File: src/rtl/core/quality_trim_point_finder_core_assert.svh
// ----------------------------------------------------------------------------
// Assertion macros for the quality trim point finder core
// Concurrent checks clocked on clk and held off while rst_n is low.
// ----------------------------------------------------------------------------
`ifndef QUALITY_TRIM_POINT_FINDER_CORE_ASSERT_SVH
`define QUALITY_TRIM_POINT_FINDER_CORE_ASSERT_SVH

// condition holds at every edge out of reset
`define QTPF_ASSERT_ALWAYS(label, cond, msg) \
    label: assert property (@(posedge clk) disable iff (!rst_n) (cond)) else $error(msg);

// condition at one edge implies a condition at the next edge
`define QTPF_ASSERT_NEXT(label, pre, post, msg) \
    label: assert property (@(posedge clk) disable iff (!rst_n) (pre) |=> (post)) \
        else $error(msg);

`endif

File: src/rtl/core/qtpf_pkg.sv
// ----------------------------------------------------------------------------
// Quality trim point finder package
// Widths, constants, register indexes and the result word layout.
// ----------------------------------------------------------------------------
package qtpf_pkg;

    localparam int MAX_LEN   = 1024;
    localparam int COUNT_W   = $clog2(MAX_LEN + 1);
    localparam int TRIM_W    = 11;
    localparam int LEN_W     = (COUNT_W > TRIM_W) ? COUNT_W : TRIM_W;
    localparam int SUM_W     = 20;
    localparam int CHAR_W    = 8;
    localparam int THR_W     = 7;
    localparam int CFG_IDX_W = 2;
    localparam int CFG_DAT_W = 11;

    localparam logic [CHAR_W:0]    OFFSET_SANGER_IN = 9'd64;
    localparam logic [CHAR_W:0]    OFFSET_STD_IN    = 9'd33;
    localparam logic [CHAR_W-1:0]  SANGER_SHIFT     = 8'd31;
    localparam logic [TRIM_W-1:0]  MIN_KEEP_RESET   = 11'd36;

    typedef enum logic [CFG_IDX_W-1:0] {
        CFG_QUALITY_THRESHOLD = 2'd0,
        CFG_SANGER_CONVERT    = 2'd1,
        CFG_MIN_KEEP_LENGTH   = 2'd2
    } cfg_index_t;

    typedef struct packed {
        logic [4:0]        pad;
        logic [TRIM_W-1:0] trim_length;
        logic [CHAR_W-1:0] quality_out;
    } out_word_t;

endpackage

File: src/rtl/core/quality_trim_point_finder_core.sv
// ----------------------------------------------------------------------------
// Quality trim point finder core
// Finds the 3' quality trim length of each read from its quality characters.
// ----------------------------------------------------------------------------
// Takes one quality character per cycle on the slave side unless the master
// side stalls, with tlast on the last character of a read, and presents one
// word per character, through the input and result registers, on the master
// side: the character (less 31 with Sanger conversion on) and, on the last
// character, the trim length flagged by tuser. The rate is set by the
// combinational prefix-sum accumulate, saturate and minimum update between
// the input register and the result register. Configuration is taken at any
// time on the cfg channel and must only be changed while no read is in flight.
`include "quality_trim_point_finder_core_assert.svh"

module quality_trim_point_finder_core
(
    input  logic                            clk,
    input  logic                            rst_n,
    input  logic                            s_tvalid,
    output logic                            s_tready,
    input  logic [qtpf_pkg::CHAR_W-1:0]     s_tdata,    // [7:0] quality_char
    input  logic                            s_tlast,    // last_char
    output logic                            m_tvalid,
    input  logic                            m_tready,
    output logic [23:0]                     m_tdata,    // [7:0] quality_out, [18:8] trim_length
    output logic                            m_tuser,    // length_valid
    input  logic                            cfg_valid,
    output logic                            cfg_ready,
    input  logic [qtpf_pkg::CFG_IDX_W-1:0]  cfg_index,
    input  logic [qtpf_pkg::CFG_DAT_W-1:0]  cfg_data
);
    import qtpf_pkg::*;

    logic [THR_W-1:0]         threshold_reg;
    logic                     sanger_reg;
    logic [TRIM_W-1:0]        min_keep_reg;

    logic                     in_valid_reg;
    logic [CHAR_W-1:0]        in_char_reg;
    logic                     in_last_reg;

    logic [COUNT_W-1:0]       position_count_reg, position_count_next;
    logic signed [SUM_W-1:0]  prefix_sum_reg, prefix_sum_next;
    logic signed [SUM_W-1:0]  min_prefix_reg, min_prefix_next;
    logic [COUNT_W-1:0]       min_position_reg, min_position_next;

    logic                     out_valid_reg;
    out_word_t                out_word_reg, out_word_next;
    logic                     out_flag_reg;

    logic                     advance;
    logic signed [CHAR_W:0]   quality;
    logic signed [CHAR_W+1:0] delta;
    logic signed [SUM_W:0]    sum_wide;
    logic                     candidate;
    logic [COUNT_W-1:0]       trim_pos;
    logic [LEN_W-1:0]         keep_len;
    logic [LEN_W-1:0]         len_val;

    assign advance   = in_valid_reg && (!out_valid_reg || m_tready);
    assign s_tready  = !in_valid_reg || advance;
    assign cfg_ready = 1'b1;

    assign m_tvalid = out_valid_reg;
    assign m_tdata  = out_word_reg;
    assign m_tuser  = out_flag_reg;

    always_comb
    begin
        quality = $signed({1'b0, in_char_reg})
                - $signed(sanger_reg ? OFFSET_SANGER_IN : OFFSET_STD_IN);
        delta   = $signed({3'b000, threshold_reg}) - $signed({quality[CHAR_W], quality});

        candidate = (position_count_reg != '0)
                 && (position_count_reg < COUNT_W'(MAX_LEN))
                 && ((min_position_reg == '0) || (prefix_sum_reg < min_prefix_reg));
        min_prefix_next   = candidate ? prefix_sum_reg : min_prefix_reg;
        min_position_next = candidate ? position_count_reg : min_position_reg;

        sum_wide = $signed({prefix_sum_reg[SUM_W-1], prefix_sum_reg})
                 + $signed({{(SUM_W-CHAR_W-1){delta[CHAR_W+1]}}, delta});
        if (sum_wide[SUM_W] != sum_wide[SUM_W-1])
        begin
            prefix_sum_next = sum_wide[SUM_W] ? {1'b1, {(SUM_W-1){1'b0}}}
                                              : {1'b0, {(SUM_W-1){1'b1}}};
        end
        else
        begin
            prefix_sum_next = sum_wide[SUM_W-1:0];
        end

        position_count_next = (position_count_reg < COUNT_W'(MAX_LEN))
                            ? position_count_reg + 1'b1 : position_count_reg;

        // first position of the largest positive suffix sum, else none
        trim_pos = ((min_position_next != '0) && (min_prefix_next < prefix_sum_next))
                 ? min_position_next : '0;
        keep_len = (LEN_W'(trim_pos) < LEN_W'(min_keep_reg)) ? LEN_W'(min_keep_reg)
                                                              : LEN_W'(trim_pos);
        if ((threshold_reg == '0) || (quality >= $signed({2'b00, threshold_reg})))
        begin
            len_val = LEN_W'(position_count_next);
        end
        else if (keep_len > LEN_W'(position_count_next))
        begin
            len_val = LEN_W'(position_count_next);
        end
        else
        begin
            len_val = keep_len;
        end

        out_word_next             = '0;
        out_word_next.quality_out = sanger_reg ? in_char_reg - SANGER_SHIFT : in_char_reg;
        out_word_next.trim_length = in_last_reg ? len_val[TRIM_W-1:0] : '0;
    end

    always_ff @(posedge clk or negedge rst_n)
    begin
        if (!rst_n)
        begin
            threshold_reg      <= '0;
            sanger_reg         <= 1'b0;
            min_keep_reg       <= MIN_KEEP_RESET;
            in_valid_reg       <= 1'b0;
            position_count_reg <= '0;
            prefix_sum_reg     <= '0;
            min_prefix_reg     <= '0;
            min_position_reg   <= '0;
            out_valid_reg      <= 1'b0;
            out_flag_reg       <= 1'b0;
        end
        else
        begin
            if (cfg_valid && cfg_ready)
            begin
                case (cfg_index_t'(cfg_index))
                    CFG_QUALITY_THRESHOLD: threshold_reg <= cfg_data[THR_W-1:0];
                    CFG_SANGER_CONVERT:    sanger_reg    <= cfg_data[0];
                    CFG_MIN_KEEP_LENGTH:   min_keep_reg  <= cfg_data[TRIM_W-1:0];
                    default:               ;
                endcase
            end

            if (s_tvalid && s_tready)
            begin
                in_valid_reg <= 1'b1;
            end
            else if (advance)
            begin
                in_valid_reg <= 1'b0;
            end

            if (advance)
            begin
                out_valid_reg <= 1'b1;
                out_flag_reg  <= in_last_reg;
                if (in_last_reg)
                begin
                    position_count_reg <= '0;
                    prefix_sum_reg     <= '0;
                    min_prefix_reg     <= '0;
                    min_position_reg   <= '0;
                end
                else
                begin
                    position_count_reg <= position_count_next;
                    prefix_sum_reg     <= prefix_sum_next;
                    min_prefix_reg     <= min_prefix_next;
                    min_position_reg   <= min_position_next;
                end
            end
            else if (m_tready)
            begin
                out_valid_reg <= 1'b0;
            end
        end
    end

    always_ff @(posedge clk)
    begin
        if (s_tvalid && s_tready)
        begin
            in_char_reg <= s_tdata;
            in_last_reg <= s_tlast;
        end
        if (advance)
        begin
            out_word_reg <= out_word_next;
        end
    end

    `QTPF_ASSERT_ALWAYS(a_count_bound, position_count_reg <= COUNT_W'(MAX_LEN), "position count beyond limit")
    `QTPF_ASSERT_ALWAYS(a_min_before_count, (min_position_reg == '0) || (min_position_reg < position_count_reg), "minimum position not below count")
    `QTPF_ASSERT_NEXT(a_clear_on_last, advance && in_last_reg, (position_count_reg == '0) && (prefix_sum_reg == '0) && (min_position_reg == '0), "read state not cleared after last word")
    `QTPF_ASSERT_ALWAYS(a_length_only_flagged, !out_valid_reg || out_flag_reg || (out_word_reg.trim_length == '0), "trim length set on unflagged word")

endmodule

File: config.mk
export PLATFORM = sky130hd
export DESIGN_NAME = quality_trim_point_finder_core
export DESIGN_NICKNAME = d
export VERILOG_FILES = /design/src/rtl/core/qtpf_pkg.sv /design/src/rtl/core/quality_trim_point_finder_core.sv
export VERILOG_INCLUDE_DIRS = /design/src /design/src/rtl/core
export SDC_FILE = /design/constraint.sdc
export NUM_CORES = 1
export LEC_CHECK = 0
export ABC_AREA = 1
export BUFFER_PORTS_ARGS = -buffer_cell sky130_fd_sc_hd__buf_2
export CAP_MARGIN = 20
export CORE_MARGIN = 1.5
export CORE_UTILIZATION = 25
export DETAILED_ROUTE_END_ITERATION = 8
export PLACE_DENSITY = 0.47
export SLEW_MARGIN = 20
export SYNTH_ARGS = -nofsm -noshare
export SYNTH_HDL_FRONTEND = slang
export SYNTH_SLANG_ARGS = --single-unit
File: constraint.sdc
create_clock -name clk -period 24.6 [get_ports clk]
set_clock_uncertainty 0.1 [all_clocks]
set_input_delay 0 -clock clk [delete_from_list [all_inputs] [get_ports clk]]
set_output_delay 0 -clock clk [all_outputs]
set_load 0.005 [all_outputs]
Yosys cells after proc, flatten, opt, wreduce, memory -nomap -nowiden
Index checks and enable logic that the tools add are counted.

cells by class
  eq/ne operators = 3
  reductions and logical operators = 21
  magnitude comparators = 6
  $add $sub $neg = 5
  multiplexer cells = 19

operators by type and width
  kind                                                  number
  2-to-1 mux 20 bit                                     5
  2-to-1 mux 11 bit                                     8
  less-than comparator 20 bit                           2
  nonzero test 11 bit                                   2
  adder 20 x 10 -> 21 bit                               1
  adder 11 x 1 -> 11 bit (second input constant)        1
  > comparator 11 bit                                   1
  logical NOT 11 bit                                    1
  less-than comparator 11 bit                           1
  less-than comparator 11 bit (second input constant)   1
  subtractor 8 x 9 -> 10 bit                            1
  greater-or-equal comparator 9 x 8 -> 1 bit            1
  subtractor 8 x 7 -> 9 bit                             1
  2-to-1 mux 8 bit                                      1
  subtractor 8 x 5 -> 8 bit (second input constant)     1
  logical NOT 7 bit                                     1
  2-to-1 mux 7 bit                                      1
  AND reduction 2 bit                                   3
  logical AND 1 bit                                     5
  logical OR 1 bit                                      4
  2-to-1 mux 1 bit                                      4
  nonzero test 2 bit                                    2
  equality test 2 x 1 -> 1 bit (second input constant)  1
  equality test 2 bit (second input constant)           1
  other kinds (3)                                       4

word-level totals
  logic and storage cells = 68
  input bits = 27
  register bits after elaboration = 112
  output and inout bits = 28

Logic depth before layout (Yosys ltp)
  depth after elaboration = 14
  depth in mapped cells = 61
  gate-level depth less buffers = 59

Worst setup path before layout
Ideal clock, no wire load.

  path type = register to register
  start point = register sanger_reg
  end point = register out_word_reg (netlist bit m_tdata[10]) (data pin)
  arrival time = 7.847 ns
  slack = 16.404 ns
  required time = 24.251 ns
  library setup time = 0.249 ns
  cell stages (with the launch flop) = 51
  buffers on the path = 3
  period minus slack after synthesis = 8.196 ns
  cells stage by stage = dfrtp_1 -> inv_1 -> ha_1 -> ha_1 -> nand2_1 -> nor2_1 -> o21bai_1 -> nand2_1 -> nand3_1 -> ha_1 -> ha_1 -> a21oi_1 -> nand2_1 -> a21oi_1 -> nand4_1 -> nand2_4 -> inv_2 -> nand2_4 -> [15 not listed] -> a211oi_1 -> o221a_2 -> clkbuf_1 -> nand3_1 -> and2_1 -> ha_1 -> o21ai_0 -> a21o_1 -> a21oi_1 -> o21ai_0 -> nand2_1 -> a21oi_1 -> a211oi_1 -> o21ai_0 -> clkbuf_1 -> a21oi_1 -> nand2_1 -> inv_1

on the way
  word-level cells in the longest chain between the ends = 14
  elaborated cells on any way between the ends = 17
  those cells by class = 3 x add/sub; 4 x order compare; 1 x eq/ne; 7 x mux; 2 x reduce/logical

RTL lines
  item                                                               line                                                                        source
  start, declared                                                    quality_trim_point_finder_core.sv:35                                        logic sanger_reg;
  start signal, assigned                                             quality_trim_point_finder_core.sv:139                                       CFG_SANGER_CONVERT: sanger_reg <= cfg_data[0];
  2-to-1 mux 7 bit *                                                 quality_trim_point_finder_core.sv:71                                        - $signed(sanger_reg ? OFFSET_SANGER_IN : OFFSET_STD_IN);
  subtractor 8 x 7 -> 9 bit *                                        quality_trim_point_finder_core.sv:71
  subtractor 8 x 9 -> 10 bit                                         quality_trim_point_finder_core.sv:72                                        delta = $signed({3'b000, threshold_reg}) - $signed({quality[CHAR_W], quality});
  adder 20 x 10 -> 21 bit                                            quality_trim_point_finder_core.sv:81                                        + $signed({{(SUM_W-CHAR_W-1){delta[CHAR_W+1]}}, delta});
  2-to-1 mux 20 bit / inequality test 1 bit (equally long branches)  quality_trim_point_finder_core.sv:84, quality_trim_point_finder_core.sv:82
  2-to-1 mux 20 bit                                                  quality_trim_point_finder_core.sv:82                                        if (sum_wide[SUM_W] != sum_wide[SUM_W-1])
  less-than comparator 20 bit                                        quality_trim_point_finder_core.sv:96                                        trim_pos = ((min_position_next != '0) && (min_prefix_next < prefix_sum_next))
  logical AND 1 bit                                                  quality_trim_point_finder_core.sv:96
  2-to-1 mux 11 bit                                                  quality_trim_point_finder_core.sv:97                                        ? min_position_next : '0;
  less-than comparator 11 bit                                        quality_trim_point_finder_core.sv:98                                        keep_len = (LEN_W'(trim_pos) < LEN_W'(min_keep_reg)) ? LEN_W'(min_keep_reg)
  2-to-1 mux 11 bit                                                  quality_trim_point_finder_core.sv:98
  > comparator 11 bit                                                quality_trim_point_finder_core.sv:104                                       else if (keep_len > LEN_W'(position_count_next))
  2-to-1 mux 11 bit                                                  quality_trim_point_finder_core.sv:104
  2-to-1 mux 11 bit *                                                quality_trim_point_finder_core.sv:100                                       if ((threshold_reg == '0) || (quality >= $signed({2'b00, threshold_reg})))
  end signal, assigned                                               quality_trim_point_finder_core.sv:189                                       out_word_reg <= out_word_next;
  end, declared                                                      quality_trim_point_finder_core.sv:48                                        out_word_t out_word_reg, out_word_next;

Mark *: on every way between the ends. The rest lies on a longest branch, timed or not.
A chain may end at the register's enable or synchronous reset.

Worst setup path after layout
  start point = register sanger_reg
  end point = register out_word_reg (netlist bit m_tdata[12]) (data pin)

The elaborated chain is that of the path after synthesis.

==> results.md <==
Outcome:
- The flow ran to the end, and the final reports show no timing, DRC or antenna violations.

Critical path:
- On the worst path, the slowest cell contributes a delay of 630 ps.
- The critical path's slowest cell is o21ai_1.
- By startpoint and endpoint, the worst setup path is classified as flop to flop.
- The worst register-to-register path begins at sanger_reg.
- The setup slack of the worst register-to-register path is roughly 14000 ps.
- The worst register-to-register path ends at m_tdata[12].
- The count of buffering cells on the critical path with inverters included is 4.
- STA puts the critical path data arrival time at about 10000 ps.
- The data required time of the worst path is approximately 25000 ps.
- The dominant cell type by count on the critical path is nand2_1.
- The cell class contributing the biggest share of worst-path delay is compound AO/OA/AOI/OAI gates.
- The kind of end point of the critical path is a flop.
- The worst setup path is launched from a flop.
- Of all nets on the critical path, the largest fanout is 13.
- The worst register-to-register path has a depth of 52.

Routing:
- The vias after detailed routing is 7130.
- Summed over all layers, the routed wires come to ~22 mm.
- In the final routed layout, each cell accounts on average for roughly 14 um.
- The number of antenna-violating nets in the routed design is 0.
- After the first detailed-routing iteration, the DRC count stood at 301.
- The first-pass detailed-route iteration total is 5.
- Using the TritonRoute via totals, the vias-per-cell ratio works out to 4.43.
- For this run, design rule violations remaining after detail routing come to 0.

Place:
- At the end of routability-driven placement, the weighted congestion stood at 0.829.
- The count of input and output buffers is 48.
- The post-DP HPWL is 17.1 mm.
- The worst setup slack before clock tree synthesis is 13810 ps.

Final layout:
- The most common cell after layout, fill and taps aside is nand2_1.
- The layout has 3738 filler cells.
- The area growth from synthesis to final layout is 14.6%.
- In the final layout, the multi-input gates occupy 4690 um2.
- In the layout the commonest cells are nand2_1, inv_1, ha_1.
- In the final layout, the share of cells above drive strength 1 is 8.61%.
- The repair_antennas step left the layout with diodes totalling 0.
- The area of all sequential standard cells is between 2000 and 3000 um2.
- In the final design database the tool counted approximately 1300 nets.

Power:
- The leakage power figure is between 4 and 5 nW.
- The total power per unit cell area is 138 nW/um2.
- The worst-case IR drop observed on VDD is between 0.00004 and 0.00005 V.

STA:
- The maximum operating frequency is 97.3 MHz.
- In the post-route analysis, the smallest setup slack over all paths is approximately 14000 ps.
- The hold slack is 67.8 ps.
- The final-report setup violation count is 0.
- The hold violation count in the final report is 0.
- The count of final max-slew check failures is 0.
- The normalized max-slew margin is between 30% and 40%.
- The share of the clock period used by the worst path is 41.8%.
- Setup repair after global routing left no endpoint under its margin.
- For the finished layout, the period the worst path requires is 10270 ps.
- At the pin with the least slew margin, the transition time is 967 ps.
- The setup TNS after final layout is 0 ps.

Global route:
- The first global-routing pass estimated between 30 and 40 mm of wire.
- The initial antenna violation count was 0.
- The total congestion overflow after global routing is 0.
- Entering global routing, the biggest net connects just over 80 pins.
- The aggregate global-route resource usage is 13.0%.
- The via count of the first global-routing pass is 7064.

Clock network:
- CTS built an H-tree with a depth of 3.
- The clock tree from TritonCTS is built.
- Counting along the longest clock path gives a buffer depth of 2.
- The buffer type at the clock tree root is clkbuf_16.
- For the worst-skew pair, the clock arrives at the later sink with an insertion delay of 370 ps.
- The number of sinks handled by clock tree synthesis is 112.
- The number of resized instances in the post-cts repair step is 0.
- TritonCTS created 9 clock buffers.
- After clock tree synthesis, the clock-pin slew on the worst setup and hold paths is 90 ps.

Synthesis:
- For this run, the leading register cell type out of synthesis is dfrtp_1.
- The total of warnings raised by yosys is 0.
- In this run the cell area of the synthesized design comes to 8500 um2.
- After synthesis, flip-flops and latches occupy 34.7% of the total area.
- The average cell area after synthesis is 7.74 um2.
- The number of different library cells in the post-synthesis netlist is 45.
- Counting flops and latches in the post-synthesis netlist gives 112.
- After synthesis, the share of flip-flops with an asynchronous set or reset is 75.0%.
- In this run, synthesis inferred 28 flip-flops with an integrated enable.
- The count of mapped cells out of synthesis is about 1100.

Floorplan:
- 55 I/O pins were placed.
- In this run the core area contains 67 standard-cell rows.
- The die height is 187 um.
- The initial utilization of the core area, before any placement, comes to between 20% and 30%.
- The floorplan step defined a die boundary enclosing about 35000 um2.
- The core region is 33500 um2.
- The die is 187 um wide.

Job:
- The count of max-cap constraint violations is 0.

Hold path:
- The classification of the worst-slack hold path is input port to asynchronous set/reset pin.
[cells in the mapped netlist, types with 3 or more instances]
library cell | count | area (um2)
nor2_1 | 45 | 169
ha_1 | 106 | 1330
nor3_1 | 10 | 50.1
o22ai_1 | 38 | 238
fa_1 | 7 | 140
buf_4 | 7 | 52.6
nand2_1 | 263 | 987
o21ai_0 | 80 | 400
dfrtp_1 | 82 | 2050
a21o_1 | 3 | 22.5
nand3_1 | 50 | 250
edfxtp_1 | 28 | 841
o21bai_1 | 3 | 22.5
nand4_1 | 12 | 75.1
clkbuf_1 | 24 | 90.1
nor4_1 | 4 | 25.0
a21oi_1 | 59 | 295
nand2_2 | 16 | 100
inv_1 | 184 | 691
a211oi_1 | 4 | 30.0
xnor2_1 | 9 | 78.8
a31oi_1 | 4 | 25.0
xor2_1 | 27 | 236
[per-layer routing]
metal,GRT usage [%],part of all wire (%),vias up
met1,17.7,50,3291
met5,0,0,-
met2,21.5,46,100
met3,1.58,2.6,27
li1,-,-,3712
met4,4.18,2.0,0
[per-stage QoR]
step           instances  util [%]  cell area (um2)  power (mW)
6_report            1610      29.1             9740        1.35
5_1_grt             1610      29.1             9740        1.52
4_1_cts             1610      29.1             9740        1.37
3_5_place_dp        1568      27.4             9180        1.20
3_3_place_gp        1568      27.4             9180        1.20
2_1_floorplan       1102         -             8510       0.967
[where the power goes]
group	internal (mW)	leakage, nW	switching, mW	total (mW)
clock	0.0724	0.145	0.0804	0.153
combinational	0.318	3.37	0.605	0.923
sequential	0.238	1.37	0.0350	0.273
total	0.628	4.89	0.720	1.35
[final cells by class]
class,count,share of cell area [%]
clock inverter,7,0.783
sequential,112,30.2
tap,448,5.75
clock buffer,9,2.31
inverter,188,7.24
multi-input combinational,767,48.1
timing repair buffer,79,5.55
[cell families (layout without fill, tap and decap cells)]
logic type	count (synthesis)	after routing	synth area share [%]
buffers and inverters	223	283	10.3
and+or+nand+nor	409	409	20.5
other	2	6	0.0884
DFF	112	112	34.7
xor gates and xnor gates	36	36	3.71
AOI/OAI and AO/OA	203	203	13.5
adders and majority gates	113	113	17.3
[worst max-delay path by stage]
| stage | cells after the start | to | from | slack [ps] |
|---|---|---|---|---|
| finish | 52 | m_tdata[12] | sanger_reg | 14330 |
| global route | 52 | m_tdata[10] | sanger_reg | 12920 |
| CTS | 52 | m_tdata[12] | sanger_reg | 13740 |
| detailed placement | 52 | m_tdata[12] | sanger_reg | 13810 |
| global placement | 52 | m_tdata[10] | sanger_reg | 14140 |
| floorplan | 50 | m_tdata[10] | sanger_reg | 16400 |
[timing repair]
action,in CTS,in global routing
setup buffers,0,0
hold endpoints to repair,72,0
setup endpoints to repair,0,0
hold buffers,26,0
Note: power is estimated with default switching activity, not from simulation.
